**src/rtl/core/mdfc_pkg.sv**
```systemverilog
// ----------------------------------------------------------------------------
// mdfc_pkg: shared types and constants
// Widths, verdict codes, register indexes and the controller/datapath
// command and status bundles of the multicast duplicate filter cache.
// ----------------------------------------------------------------------------
package mdfc_pkg;

	localparam int CACHE_ENTRIES = 8;
	localparam int IDX_W = (CACHE_ENTRIES > 1) ? $clog2(CACHE_ENTRIES) : 1;

	localparam int SID_W = 16;
	localparam int SUBNET_W = 16;
	localparam int SEQ_W = 8;
	localparam int LIFE_W = 4;
	localparam int CNT_W = 2;
	localparam int CFG_IDX_W = 3;
	localparam int CFG_DATA_W = 16;

	typedef enum logic [1:0] {
		VERDICT_ACCEPT = 2'd0,
		VERDICT_OWN    = 2'd1,
		VERDICT_STALE  = 2'd2,
		VERDICT_FULL   = 2'd3
	} verdict_t;

	typedef enum logic [CFG_IDX_W-1:0] {
		CFG_LOCAL_SID     = 3'd0,
		CFG_SUBNET_A      = 3'd1,
		CFG_SUBNET_B      = 3'd2,
		CFG_SUBNET_COUNT  = 3'd3,
		CFG_LIFETIME      = 3'd4
	} cfg_reg_t;

	localparam logic [CNT_W-1:0] SUBNET_COUNT_RST = 2'd1;
	localparam logic [LIFE_W-1:0] LIFETIME_RST = 4'd10;

	typedef struct packed {
		logic load;        // capture the accepted word
		logic age;         // count every live lifetime down
		logic scan_clear;  // start a scan at entry zero
		logic scan_step;   // examine the current entry, advance
		logic set_own;
		logic set_full;
		logic write_entry; // rewrite the chosen entry
		logic push_out;    // load the result register
	} mdfc_cmd_t;

	typedef struct packed {
		logic is_tick;
		logic is_own;
		logic entry_free;
		logic entry_hit;
		logic idx_last;
		logic have_chosen;
		logic out_free;
	} mdfc_sts_t;

endpackage

```
**src/rtl/core/mdfc_if.sv**
```systemverilog
// ----------------------------------------------------------------------------
// mdfc_if: channel interfaces
// Valid/ready channels for header/tick words and for verdict words.
// ----------------------------------------------------------------------------
interface mdfc_req_if
	import mdfc_pkg::*;
();
	logic                valid;
	logic                ready;
	logic                kind;
	logic [SID_W-1:0]    sender_sid;
	logic [SUBNET_W-1:0] sender_subnet;
	logic [SEQ_W-1:0]    seq_number;

	modport source (output valid, kind, sender_sid, sender_subnet, seq_number, input ready);
	modport sink (input valid, kind, sender_sid, sender_subnet, seq_number, output ready);
endinterface

interface mdfc_rsp_if
	import mdfc_pkg::*;
();
	logic       valid;
	logic       ready;
	logic [1:0] verdict;

	modport source (output valid, verdict, input ready);
	modport sink (input valid, verdict, output ready);
endinterface

```
**src/rtl/core/mcast_duplicate_filter_cache_top.sv**
```systemverilog
// ----------------------------------------------------------------------------
// mcast_duplicate_filter_cache_top: multicast duplicate filter cache
// Screens multicast headers against a table of recently seen senders and
// ages the table on tick words.
// ----------------------------------------------------------------------------
// Channels: req carries one word per header check (kind 0) or ageing tick
// (kind 1); rsp carries one verdict word per header check, none per tick.
// Verdicts: accept, drop own packet, drop stale or repeat, drop table full.
// Configuration: write cfg_data to register cfg_index while cfg_we is high;
// write only while the block is idle.
// Timing: one word is in work at a time. A tick returns to accept once
// the table is aged. A header from the node itself skips the scan and
// goes straight to the output. Any other header is screened by a scan
// over the table, one entry per cycle, and a rewrite of the chosen entry;
// a hit stops the scan early, a full table skips the rewrite cycle.
// req.ready returns in the same cycle the verdict appears.
// Stall: the verdict sits in an output register, so req is accepted again
// while rsp waits; a second verdict waits in the controller until the
// register frees.
// Reset: arst_n clears the configuration to its defaults (subnet count one,
// lifetime ten) and marks every entry free at once; no clearing pass.
// ----------------------------------------------------------------------------
module mcast_duplicate_filter_cache_top
	import mdfc_pkg::*;
(
	input  logic                  clk,
	input  logic                  arst_n,
	mdfc_req_if.sink              req,
	mdfc_rsp_if.source            rsp,
	input  logic                  cfg_we,
	input  logic [CFG_IDX_W-1:0]  cfg_index,
	input  logic [CFG_DATA_W-1:0] cfg_data
);

	mdfc_cmd_t cmd;
	mdfc_sts_t sts;

	// sequencing: accept, own check, scan, rewrite, hand off
	mdfc_ctrl u_ctrl (
		.clk       (clk),
		.arst_n    (arst_n),
		.req_valid (req.valid),
		.req_ready (req.ready),
		.sts       (sts),
		.cmd       (cmd)
	);

	// table, configuration and output register
	mdfc_dp u_dp (
		.clk         (clk),
		.arst_n      (arst_n),
		.cfg_we      (cfg_we),
		.cfg_index   (cfg_index),
		.cfg_data    (cfg_data),
		.in_kind     (req.kind),
		.in_sid      (req.sender_sid),
		.in_subnet   (req.sender_subnet),
		.in_seq      (req.seq_number),
		.out_valid   (rsp.valid),
		.out_ready   (rsp.ready),
		.out_verdict (rsp.verdict),
		.cmd         (cmd),
		.sts         (sts)
	);

endmodule

```
**src/rtl/core/mdfc_ctrl.sv**
```systemverilog
// ----------------------------------------------------------------------------
// mdfc_ctrl: sequencing state machine
// Accepts one word, checks own packets, scans the table one entry per
// cycle, rewrites the chosen entry and hands the verdict to the output.
// ----------------------------------------------------------------------------
module mdfc_ctrl
	import mdfc_pkg::*;
(
	input  logic      clk,
	input  logic      arst_n,
	input  logic      req_valid,
	output logic      req_ready,
	input  mdfc_sts_t sts,
	output mdfc_cmd_t cmd
);

	typedef enum logic [2:0] {
		ST_IDLE,
		ST_CHECK,
		ST_SCAN,
		ST_WRITE,
		ST_DONE
	} state_t;

	state_t state_q;
	state_t state_d;

	always_ff @(posedge clk or negedge arst_n) begin
		if (!arst_n) begin
			state_q <= ST_IDLE;
		end else begin
			state_q <= state_d;
		end
	end

	always_comb begin
		state_d   = state_q;
		cmd       = '0;
		req_ready = 1'b0;
		unique case (state_q)
			ST_IDLE: begin
				req_ready = 1'b1;
				if (req_valid) begin
					cmd.load = 1'b1;
					state_d  = ST_CHECK;
				end
			end
			ST_CHECK: begin
				if (sts.is_tick) begin
					cmd.age = 1'b1;
					state_d = ST_IDLE;
				end else if (sts.is_own) begin
					cmd.set_own = 1'b1;
					state_d     = ST_DONE;
				end else begin
					cmd.scan_clear = 1'b1;
					state_d        = ST_SCAN;
				end
			end
			ST_SCAN: begin
				cmd.scan_step = 1'b1;
				if (sts.entry_hit) begin
					state_d = ST_WRITE;
				end else if (sts.idx_last) begin
					if (sts.have_chosen) begin
						state_d = ST_WRITE;
					end else begin
						cmd.set_full = 1'b1;
						state_d      = ST_DONE;
					end
				end
			end
			ST_WRITE: begin
				cmd.write_entry = 1'b1;
				state_d         = ST_DONE;
			end
			ST_DONE: begin
				// hold until the result register can take the word
				if (sts.out_free) begin
					cmd.push_out = 1'b1;
					state_d      = ST_IDLE;
				end
			end
			default: state_d = ST_IDLE;
		endcase
	end

endmodule

```
**src/rtl/core/mdfc_dp.sv**
```systemverilog
// ----------------------------------------------------------------------------
// mdfc_dp: datapath
// Configuration registers, entry table, scan pointer, verdict and the
// output register.
// ----------------------------------------------------------------------------
module mdfc_dp
	import mdfc_pkg::*;
(
	input  logic                  clk,
	input  logic                  arst_n,
	input  logic                  cfg_we,
	input  logic [CFG_IDX_W-1:0]  cfg_index,
	input  logic [CFG_DATA_W-1:0] cfg_data,
	input  logic                  in_kind,
	input  logic [SID_W-1:0]      in_sid,
	input  logic [SUBNET_W-1:0]   in_subnet,
	input  logic [SEQ_W-1:0]      in_seq,
	output logic                  out_valid,
	input  logic                  out_ready,
	output logic [1:0]            out_verdict,
	input  mdfc_cmd_t             cmd,
	output mdfc_sts_t             sts
);

	logic [SID_W-1:0]    local_sid_q;
	logic [SUBNET_W-1:0] subnet_a_q;
	logic [SUBNET_W-1:0] subnet_b_q;
	logic [CNT_W-1:0]    subnet_cnt_q;
	logic [LIFE_W-1:0]   lifetime_q;

	logic                kind_q;
	logic [SID_W-1:0]    sid_q;
	logic [SUBNET_W-1:0] subnet_q;
	logic [SEQ_W-1:0]    seq_q;

	logic [SID_W-1:0]    ent_sid_q    [CACHE_ENTRIES];
	logic [SUBNET_W-1:0] ent_subnet_q [CACHE_ENTRIES];
	logic [SEQ_W-1:0]    ent_seq_q    [CACHE_ENTRIES];
	logic [LIFE_W-1:0]   ent_life_q   [CACHE_ENTRIES];

	logic [IDX_W-1:0] idx_q;
	logic [IDX_W-1:0] chosen_q;
	logic             chosen_v_q;
	verdict_t         verdict_q;
	logic             out_valid_q;
	verdict_t         out_verdict_q;

	logic [SEQ_W-1:0] seq_diff;
	logic             stale;
	logic             subnet_local;

	always_ff @(posedge clk or negedge arst_n) begin
		if (!arst_n) begin
			local_sid_q  <= '0;
			subnet_a_q   <= '0;
			subnet_b_q   <= '0;
			subnet_cnt_q <= SUBNET_COUNT_RST;
			lifetime_q   <= LIFETIME_RST;
		end else if (cfg_we) begin
			unique case (cfg_index)
				CFG_LOCAL_SID:    local_sid_q  <= cfg_data[SID_W-1:0];
				CFG_SUBNET_A:     subnet_a_q   <= cfg_data[SUBNET_W-1:0];
				CFG_SUBNET_B:     subnet_b_q   <= cfg_data[SUBNET_W-1:0];
				CFG_SUBNET_COUNT: subnet_cnt_q <= cfg_data[CNT_W-1:0];
				CFG_LIFETIME:     lifetime_q   <= cfg_data[LIFE_W-1:0];
				default: ;
			endcase
		end
	end

	always_ff @(posedge clk) begin
		if (cmd.load) begin
			kind_q   <= in_kind;
			sid_q    <= in_sid;
			subnet_q <= in_subnet;
			seq_q    <= in_seq;
		end
	end

	// count of three behaves as two: only bit 1 and a nonzero count matter
	assign subnet_local = ((subnet_cnt_q != '0) && (subnet_q == subnet_a_q)) ||
		(subnet_cnt_q[1] && (subnet_q == subnet_b_q));

	assign seq_diff = seq_q - ent_seq_q[idx_q];
	assign stale    = (seq_diff == '0) || seq_diff[SEQ_W-1];

	always_comb begin
		sts.is_tick     = kind_q;
		sts.is_own      = (sid_q == local_sid_q) && subnet_local;
		sts.entry_free  = (ent_life_q[idx_q] == '0);
		sts.entry_hit   = !sts.entry_free && (ent_sid_q[idx_q] == sid_q) &&
			(ent_subnet_q[idx_q] == subnet_q);
		sts.idx_last    = (idx_q == IDX_W'(CACHE_ENTRIES - 1));
		sts.have_chosen = chosen_v_q || sts.entry_free;
		sts.out_free    = !out_valid_q || out_ready;
	end

	// scan pointer and chosen entry
	always_ff @(posedge clk or negedge arst_n) begin
		if (!arst_n) begin
			idx_q      <= '0;
			chosen_v_q <= 1'b0;
		end else if (cmd.scan_clear) begin
			idx_q      <= '0;
			chosen_v_q <= 1'b0;
		end else if (cmd.scan_step) begin
			if (sts.entry_free || sts.entry_hit) begin
				chosen_v_q <= 1'b1;
			end
			if (!sts.idx_last) begin
				idx_q <= idx_q + IDX_W'(1);
			end
		end
	end

	always_ff @(posedge clk) begin
		if (cmd.scan_step && (sts.entry_free || sts.entry_hit)) begin
			chosen_q <= idx_q;
		end
	end

	always_ff @(posedge clk) begin
		priority if (cmd.scan_clear) begin
			verdict_q <= VERDICT_ACCEPT;
		end else if (cmd.set_own) begin
			verdict_q <= VERDICT_OWN;
		end else if (cmd.set_full) begin
			verdict_q <= VERDICT_FULL;
		end else if (cmd.scan_step && sts.entry_hit) begin
			verdict_q <= stale ? VERDICT_STALE : VERDICT_ACCEPT;
		end else begin
			verdict_q <= verdict_q;
		end
	end

	// entry payload, undefined until written
	always_ff @(posedge clk) begin
		if (cmd.write_entry) begin
			ent_sid_q[chosen_q]    <= sid_q;
			ent_subnet_q[chosen_q] <= subnet_q;
			ent_seq_q[chosen_q]    <= seq_q;
		end
	end

	always_ff @(posedge clk or negedge arst_n) begin
		if (!arst_n) begin
			for (int i = 0; i < CACHE_ENTRIES; i++) begin
				ent_life_q[i] <= '0;
			end
		end else if (cmd.age) begin
			for (int i = 0; i < CACHE_ENTRIES; i++) begin
				if (ent_life_q[i] != '0) begin
					ent_life_q[i] <= ent_life_q[i] - LIFE_W'(1);
				end
			end
		end else if (cmd.write_entry) begin
			ent_life_q[chosen_q] <= lifetime_q;
		end
	end

	always_ff @(posedge clk or negedge arst_n) begin
		if (!arst_n) begin
			out_valid_q <= 1'b0;
		end else if (cmd.push_out) begin
			out_valid_q <= 1'b1;
		end else if (out_ready) begin
			out_valid_q <= 1'b0;
		end
	end

	always_ff @(posedge clk) begin
		if (cmd.push_out) begin
			out_verdict_q <= verdict_q;
		end
	end

	assign out_valid   = out_valid_q;
	assign out_verdict = out_verdict_q;

endmodule

```
**src/flat_wrapper.sv**
```systemverilog
// flat-port wrapper written by rule: the top's interface ports become plain ports
module mcast_duplicate_filter_cache_top_flat import mdfc_pkg::*;
  (clk, arst_n, cfg_we, cfg_index, cfg_data, req_valid, req_kind, req_sender_sid, req_sender_subnet, req_seq_number, req_ready, rsp_valid, rsp_verdict, rsp_ready);
  mdfc_req_if req_i ();
  mdfc_rsp_if rsp_i ();
  input  logic clk;
  input  logic arst_n;
  input  logic cfg_we;
  input  logic [CFG_IDX_W-1:0] cfg_index;
  input  logic [CFG_DATA_W-1:0] cfg_data;
  input wire logic [$bits(req_i.valid)-1:0] req_valid;
  input wire logic [$bits(req_i.kind)-1:0] req_kind;
  input wire logic [$bits(req_i.sender_sid)-1:0] req_sender_sid;
  input wire logic [$bits(req_i.sender_subnet)-1:0] req_sender_subnet;
  input wire logic [$bits(req_i.seq_number)-1:0] req_seq_number;
  output wire logic [$bits(req_i.ready)-1:0] req_ready;
  output wire logic [$bits(rsp_i.valid)-1:0] rsp_valid;
  output wire logic [$bits(rsp_i.verdict)-1:0] rsp_verdict;
  input wire logic [$bits(rsp_i.ready)-1:0] rsp_ready;
  assign req_i.valid = req_valid;
  assign req_i.kind = req_kind;
  assign req_i.sender_sid = req_sender_sid;
  assign req_i.sender_subnet = req_sender_subnet;
  assign req_i.seq_number = req_seq_number;
  assign req_ready = req_i.ready;
  assign rsp_valid = rsp_i.valid;
  assign rsp_verdict = rsp_i.verdict;
  assign rsp_i.ready = rsp_ready;
  mcast_duplicate_filter_cache_top u_core (.clk(clk), .arst_n(arst_n), .req(req_i), .rsp(rsp_i), .cfg_we(cfg_we), .cfg_index(cfg_index), .cfg_data(cfg_data));
endmodule
```
**config.mk**
```make
export PLATFORM = sky130hd
export DESIGN_NAME = mcast_duplicate_filter_cache_top_flat
export DESIGN_NICKNAME = d
export VERILOG_FILES = /design/src/rtl/core/mdfc_pkg.sv /design/src/rtl/core/mdfc_if.sv /design/src/rtl/core/mcast_duplicate_filter_cache_top.sv /design/src/rtl/core/mdfc_ctrl.sv /design/src/rtl/core/mdfc_dp.sv /design/src/flat_wrapper.sv
export SDC_FILE = /design/constraint.sdc
export NUM_CORES = 1
export LEC_CHECK = 0
export ABC_CLOCK_PERIOD_IN_PS = 10000
export BUFFER_PORTS_ARGS = -buffer_cell sky130_fd_sc_hd__clkbuf_2
export CAP_MARGIN = 15
export CORE_ASPECT_RATIO = 1.1
export CORE_MARGIN = 2
export CORE_UTILIZATION = 60
export DETAILED_ROUTE_END_ITERATION = 8
export GPL_TIMING_DRIVEN = 0
export PLACE_DENSITY = 0.85
export SYNTH_ARGS = -nofsm -noshare
export SYNTH_HDL_FRONTEND = slang
export SYNTH_SLANG_ARGS = --single-unit
```
**constraint.sdc**
```tcl
create_clock -name clk -period 10 [get_ports clk]
set_input_delay 1 -clock clk [delete_from_list [all_inputs] [get_ports clk]]
set_output_delay 1 -clock clk [all_outputs]
set_load 0.05 [all_outputs]
```
==> summary.txt, run 1 <==
Outcome
  • Status: finished clean

Timing
  • Final hold violations: 0
  • Final period utilization: about half
  • Worst Tran Pin Value: 0.804 ns
  • RSZ-0062 raised after global routing: false
  • Slew HR: 46.4%
  • Max Clock Skew: 0.0111 ns
  • Min Tclk post-route: 4.93 ns
  • Setup-failing EPs final: 0
  • Fin Setup TNS: 0 ns
  • Final setup margin: 5.07 ns
  • Final Max Tran Viols: 0
  • Fmax: 203 MHz

Synthesis
  • Post-Synth Simple-Gate Area: between 6 and 7%
  • Post-Synth XOR/XNOR Area: 3.37%
  • Top cells by area, synth: edfxtp_1, dfrtp_1, mux4_2
  • Async set or reset register ratio after synthesis: 20.3%
  • Mapped Area: 19,500 um2
  • Synthesized area per cell: 16.6 um2
  • Sequential share of the synthesized area: roughly 69%
  • Synth warn: 0
  • Main synth FF type: edfxtp_1
  • Fraction of the mapped netlist area in adder cells: 1.20%
  • Yosys top cell by area: edfxtp_1
  • Post-Syn Nets: 1,255
  • Syn Inst Count: 1,172
  • Main combinational cell family by area after synthesis: multiplexers
  • Yosys cell types: 61
  • Compound-gate portion of the synthesized area: between 4 and 5%
  • Mux contribution to synthesized area: between 10 and 15%
  • Yosys top cell area share: 56.5%
  • Number of synthesized flops with an enable pin: around 370
  • Count of state elements after synthesis: 462

Clock tree
  • Post-CTS Setup Inserts: 0
  • # hold bufs at CTS: 0
  • H-tree levels: 2
  • Max clock buf depth: 3
  • Post_cts resized: 0
  • CTS Buf Count: 43
  • Clk sink count: between 400 and 500
  • Clock latency at the later pin of the worst-skew pair: 0.56 ns
  • Clock-pin slew on the worst setup and hold paths: 0.07 ns
  • TritonCTS clock tree: done
  • CTS root buf: clkbuf_16

Detailed routing
  • Post-route DRC: 0
  • Via count: 11,500
  • Drt pass-1 iters: 8
  • Total Wirelength: about 45,000 um
  • DRT iter0 DRCs: around 1,400
  • Antenna viol nets, final: 0
  • WL/cell: 25.9 um
  • Vias/cell: 6.53

Critical path
  • Worst setup SP type: flip-flop
  • Endpoint class of the critical path: flip-flop
  • Worst path arrival time: between 5 and 6 ns
  • Worst Path Required: 10.44 ns
  • CP Launch Point: u_core.u_dp.idx_q[0]
  • Peak fanout along the critical path: 10
  • Crit Path Class: flip-flop to flip-flop
  • Reg-to-Reg Start: u_core.u_dp.idx_q[0]

Global route
  • Busiest layer in global routing: met2
  • Routing usage on met3: approximately 4.3%
  • Initial antenna violation count: 0
  • GR Util met2: 45.5%
  • Global-route usage over all layers: a little over a quarter
  • Vias in the first global route: 11,700
  • Largest net degree at the start of global routing: 61
  • M1 GR Usage: about 35%
  • Remaining global-route overflow: 0
  • First-pass GRT wire length: 68,200 um

Placement
  • Worst slack, placed: 5.07 ns
  • PortBufs: between 60 and 70
  • Placed wire-length estimate: 28,600 um
  • GP Congestion: 0.924

Power and ir drop
  • Static Leak: 0.00758 uW
  • Power per cell area: between 200 and 300 nW/um2
  • Worst vdd ir: 0.194 mV

Final layout
  • Commonest non-fill, non-tap cell in the layout: edfxtp_1
  • Fillcell total: between 1,500 and 2,000
  • N_diodes: 0
  • Commonest cells after routing, fill and taps aside: edfxtp_1, dfrtp_1, clkbuf_2
  • Final #Nets: 1,378
  • Share of layout cells above drive strength 1: 23.3%
  • Area Overhead vs Synth: 12.4%

Floorplanning
  • Core area: about 32,000 um2
  • Die footprint: 33,900 um2
  • Die span in y: just under 200 um
  • Die X-Extent: between 150 and 200 um
  • Rows: 69
  • IO Pins: 69
  • Initial Utilization: about three fifths

Worst hold path
  • Worst hold path class: primary input to asynchronous set/reset pin

Job
  • Max capacitance violation total: 0
## registers in the layout, summed over array words and instances, names as in the netlist
name / flops
u_core.u_dp.seq_q: 8
u_core.u_dp.out_verdict: 2
u_core.u_dp.chosen_q: 3
u_core.u_dp.subnet_b_q: 16
u_core.u_dp.ent_seq_q: 64
u_core.u_dp.subnet_cnt_q: 2
u_core.u_dp.verdict_q: 2
u_core.u_dp.subnet_a_q: 16
u_core.u_dp.ent_sid_q: 128
u_core.u_dp.ent_subnet_q: 128
u_core.u_dp.chosen_v_q: 1
u_core.u_dp.kind_q: 1
u_core.u_dp.out_valid: 1
u_core.u_dp.lifetime_q: 4
u_core.u_dp.idx_q: 3
u_core.u_dp.ent_life_q: 32
u_core.u_dp.local_sid_q: 16
u_core.u_ctrl.state_q: 3
u_core.u_dp.subnet_q: 16
u_core.u_dp.sid_q: 16
## cell type report
| type | instances | area [um2] | share of cell area [%] |
|---|---|---|---|
| Multi-Input combinational cell | 637 | 5710 | 26.1 |
| Clock inverter | 23 | 193 | 0.880 |
| Sequential cell | 462 | 13400 | 61.2 |
| Buffer | 44 | 267 | 1.22 |
| Clock buffer | 55 | 1150 | 5.26 |
| Timing Repair Buffer | 78 | 536 | 2.45 |
| Inverter | 29 | 109 | 0.497 |
| Tap cell | 426 | 533 | 2.44 |
## power by group
part           leakage [uW]  internal [uW]  switching [uW]
clock              0.000651            892             690
sequential          0.00449           2360             254
combinational       0.00244            658             869
total               0.00758           3910            1810
## Yosys cell counts (4+ instances only)
cell type	instances
nand2b_1	6
a21oi_1	35
edfxtp_1	366
xor2_1	42
mux4_2	65
and3b_1	5
or3_1	10
buf_2	11
nand4_1	19
nor4_1	18
dfrtp_1	91
a22oi_1	7
xnor2_1	33
nor2b_1	11
buf_4	5
inv_1	29
o22ai_1	14
nor3_1	18
and3_1	4
o21ai_0	25
nor2_1	53
a22o_1	5
ha_1	17
o221a_2	4
nor3b_1	5
buf_6	4
mux2_2	67
mux2i_1	50
nand2_1	34
clkbuf_1	19
a311oi_1	7
and2_1	10
nand3_1	32
## logic make-up (layout without fill, tap and decap cells)
group                      Yosys count  after routing
adders and majority gates           18             18
AOI/OAI and AO/OA                  126            126
and+or+nand+nor                    233            233
DFF                                462            462
buffers and inverters               73            229
xor gates and xnor gates            75             75
muxes                              185            185
## worst paths after layout
check	slack [ns]	cells after the start	endpoint
setup / recovery	5.07	16	u_core.u_dp.verdict_q[1]
hold / removal	0.44	1	u_core.u_dp.out_valid
setup reg to reg	5.07	16	u_core.u_dp.verdict_q[1]
hold reg to reg	0.45	0	u_core.u_dp.out_verdict[0]
max in group asynchronous	8.84	2	u_core.u_dp.subnet_cnt_q[0]
min in group clk	0.45	0	u_core.u_dp.out_verdict[0]
## layer usage
metal | share of wire [%] | up-vias
met3 | 9.1 | 155
met2 | 49 | 760
met1 | 37 | 5715
met5 | 0 | -
li1 | - | 4830
met4 | 4.4 | 0
## stage by stage
stage | cells | hold WS, ns | utilization (%) | instance area, um2 | power (uW)
after floorplan | 1172 | 0.403 | - | 19500 | 3630
after global placement | 1666 | 0.427 | 63.3 | 20300 | 4020
final | 1754 | 0.444 | 68.2 | 21900 | 5720
after CTS | 1754 | 0.446 | 68.2 | 21900 | 5700
after detailed placement | 1676 | 0.428 | 64.0 | 20500 | 4110
after global routing | 1754 | 0.465 | 68.2 | 21900 | 5920
## worst max-delay path, cell delays in order, from the launching register on
cell	delay [ns]
dfrtp_1	0.50
buf_4	0.33
buf_6	0.24
buf_2	0.42
buf_2	0.44
buf_2	0.42
mux4_2	0.55
mux2i_1	0.16
ha_1	0.29
nor2b_1	0.15
o21a_1	0.19
o21ai_0	0.37
a21oi_1	0.12
o21ai_0	0.19
a21o_1	0.14
and3b_1	0.20
mux2i_1	0.08
No activity file was read; power rests on OpenSTA's default activity.
==> run 2, diff against run 1 <==
- ABC_CLOCK_PERIOD_IN_PS: 10000 -> 4900
- clock period: 10 -> 4.9 ns (I/O delays scaled with it)
==> run 2 against run 1 <==
  * Critical path type unchanged
  * Sequential cell count stayed put
  * Largest power group unchanged
  * Routed wire length is 0.64% lower
  * Largest cell class unchanged
  * Clock-buffer cell count stayed put
  * Global-route usage hardly changed
  * Power is 100% higher
==> summary.txt, run 2 (same netlist as run 1, synthesis figures left out) <==
Outcome
  • Status: finished clean (unchanged)

Clock tree
  • CTS root buf: clkbuf_16 (unchanged)
  • Clock latency at the later pin of the worst-skew pair: 0.56 ns (about the same)
  • CTS Buf Count: 43 (unchanged)
  • Clock-pin slew on the worst setup and hold paths: 0.07 ns (about the same)
  • H-tree levels: 2 (unchanged)
  • TritonCTS clock tree: done (unchanged)
  • Max clock buf depth: 3 (unchanged)
  • Clk sink count: 462 (unchanged)

Detailed routing
  • Drt pass-1 iters: 6 (was 8)
  • Antenna viol nets, final: 0 (unchanged)
  • WL/cell: 25.7 um (was 25.9 um)
  • Total Wirelength: 45,100 um (was 45,400 um)
  • DRT iter0 DRCs: 1,471 (was 1,383)
  • Via count: 11,400 (was 11,500)
  • Post-route DRC: 0 (unchanged)
  • Vias/cell: 6.50 (was 6.53)

Critical path
  • Worst Path Required: 5.34 ns (was 10.44 ns)
  • Endpoint class of the critical path: flip-flop (unchanged)
  • Peak fanout along the critical path: 10 (unchanged)
  • Reg-to-Reg Start: u_core.u_dp.idx_q[2] (was u_core.u_dp.idx_q[0])
  • R2r worst-path depth: 15 (was 16)
  • CP Launch Point: u_core.u_dp.idx_q[2] (was u_core.u_dp.idx_q[0])
  • Crit Path Class: flip-flop to flip-flop (unchanged)
  • Worst path arrival time: 5.12 ns (was 5.37 ns)
  • Worst setup SP type: flip-flop (unchanged)

Global route
  • Largest net degree at the start of global routing: 61 (unchanged)
  • First-pass GRT wire length: 68,200 um (about the same)
  • Vias in the first global route: 11,700 (about the same)
  • Remaining global-route overflow: 0 (unchanged)
  • Initial antenna violation count: 0 (unchanged)
  • Global-route usage over all layers: 27.2% (about the same)

Final layout
  • Final #Nets: 1,378 (unchanged)
  • Area Overhead vs Synth: 12.5% (was 12.4%)
  • N_diodes: 0 (unchanged)
  • Commonest non-fill, non-tap cell in the layout: edfxtp_1 (unchanged)
  • Fillcell total: 1,994 (was 1,995)
  • Share of layout cells above drive strength 1: 23.3% (about the same)
  • Commonest cells after routing, fill and taps aside: edfxtp_1, dfrtp_1, clkbuf_2 (unchanged)
  • Largest regs: u_core.u_dp.ent_sid_q x128, u_core.u_dp.ent_subnet_q x128, u_core.u_dp.ent_seq_q x64 (unchanged)
  • Post-route cell area: 21,900 um2 (about the same)

Power and ir drop
  • Static Leak: 0.00758 uW (about the same)
  • Worst vdd ir: 0.396 mV (was 0.194 mV)
  • Power per cell area: 532 nW/um2 (was 261 nW/um2)

Placement
  • GP Congestion: 0.924 (unchanged)
  • Post-DP Area: 20,500 um2 (unchanged)
  • PortBufs: 68 (unchanged)
  • Placed wire-length estimate: 28,600 um (unchanged)
  • Worst slack, placed: -0.0335 ns (was 5.07 ns)

Floorplanning
  • Die X-Extent: 176 um (unchanged)
  • Rows: 69 (unchanged)
  • Die footprint: 33,900 um2 (unchanged)
  • Core area: 32,100 um2 (unchanged)
  • Initial Utilization: 60.6% (unchanged)
  • IO Pins: 69 (unchanged)
  • Die span in y: 193 um (unchanged)

Timing
  • RSZ-0062 raised after global routing: false (unchanged)
  • Final period utilization: 95.5% (was 49.3%)
  • Max Clock Skew: 0.0116 ns (was 0.0111 ns)
  • Final hold violations: 0 (unchanged)
  • Final setup margin: 0.219 ns (was 5.07 ns)
  • Slew HR: 46.2% (was 46.4%)
  • Hold_ws: 0.109 ns (was 0.444 ns)
  • Final Max Tran Viols: 0 (unchanged)
  • Fmax: 214 MHz (was 203 MHz)
  • Setup-failing EPs final: 0 (unchanged)
  • Min Tclk post-route: 4.68 ns (was 4.93 ns)
  • Worst Tran Pin Value: 0.807 ns (was 0.804 ns)

Job
  • Max capacitance violation total: 0 (unchanged)

Worst hold path
  • Worst hold path class: primary input to flip-flop (was primary input to asynchronous set/reset pin)
  • Hold depth: 1
  • Hold Path Origin: req_sender_sid[1]
run 2: changes by cell type in the layout (fill, tap and decap cells not counted), sizes merged:
cell         change
buf              -1
dlygate4sd3      +1
run 2: layer usage:
metal | wire (um) | global-route usage (%) | vias up
li1 | - | - | 4839
met5 | 0 | 0 | -
met2 | 22400 | 45.6 | 678
met4 | 1930 | 13.0 | 0
met1 | 17000 | 35.4 | 5739
met3 | 3780 | 4.28 | 139
run 2: critical path, cell delays in order (launching register included):
cell	delay (ns)
dfrtp_1	0.51
buf_2	0.41
buf_2	0.37
buf_2	0.45
buf_2	0.47
mux2_2	0.40
ha_1	0.24
fa_1	0.44
nor2b_1	0.13
o21a_1	0.15
o21ai_0	0.17
a211o_1	0.33
o211ai_1	0.09
a21o_1	0.11
and3b_1	0.20
mux2i_1	0.08
run 2: timing repair:
item / in CTS / in global routing
setup endpoints to repair: 1 / 1
gates resized for setup: 1 / 0
hold buffers: 1 / 0
hold endpoints to repair: 33 / 0
cloned: 0 / 0
buffers inserted: 0 / 0
run 2: power by group:
part | leakage (uW) | total [uW] | internal, uW | switching (uW)
Sequential | 0.00449 | 5320 | 4810 | 514
Clock | 0.000651 | 3230 | 1820 | 1410
Combinational | 0.00244 | 3110 | 1340 | 1770
Total | 0.00758 | 11700 | 7970 | 3680
run 2: area by class of cell:
| cell class | count | area, um2 | share of cell area, % |
|---|---|---|---|
| sequential | 462 | 13400 | 61.1 |
| clock inverter | 23 | 193 | 0.880 |
| buffer | 43 | 264 | 1.21 |
| multi-input combinational | 637 | 5710 | 26.1 |
| clock buffer | 55 | 1150 | 5.26 |
| tap | 426 | 533 | 2.43 |
| inverter | 29 | 109 | 0.497 |
| timing repair buffer | 79 | 546 | 2.49 |
run 2: stage by stage:
step	std cells	utilization, %	setup TNS [ns]	power (uW)
after floorplan	1172	-	0	7410
final	1754	68.2	0	11700
after global placement	1666	63.3	0	8210
after detailed placement	1676	64.0	-0.0335	8380
after CTS	1755	68.2	0	11600
after global routing	1754	68.2	0	12100
run 2: path summary, 6_finish.rpt:
path | to | slack, ns
worst max-delay path | u_core.u_dp.verdict_q[1] | 0.22
worst min-delay path | u_core.u_dp.sid_q[1] | 0.11
worst max register to register | u_core.u_dp.verdict_q[1] | 0.22
worst min register to register | u_core.u_dp.out_verdict[0] | 0.45
max in group asynchronous | u_core.u_dp.subnet_cnt_q[0] | 3.67
min in group asynchronous | u_core.u_dp.out_valid | 0.51
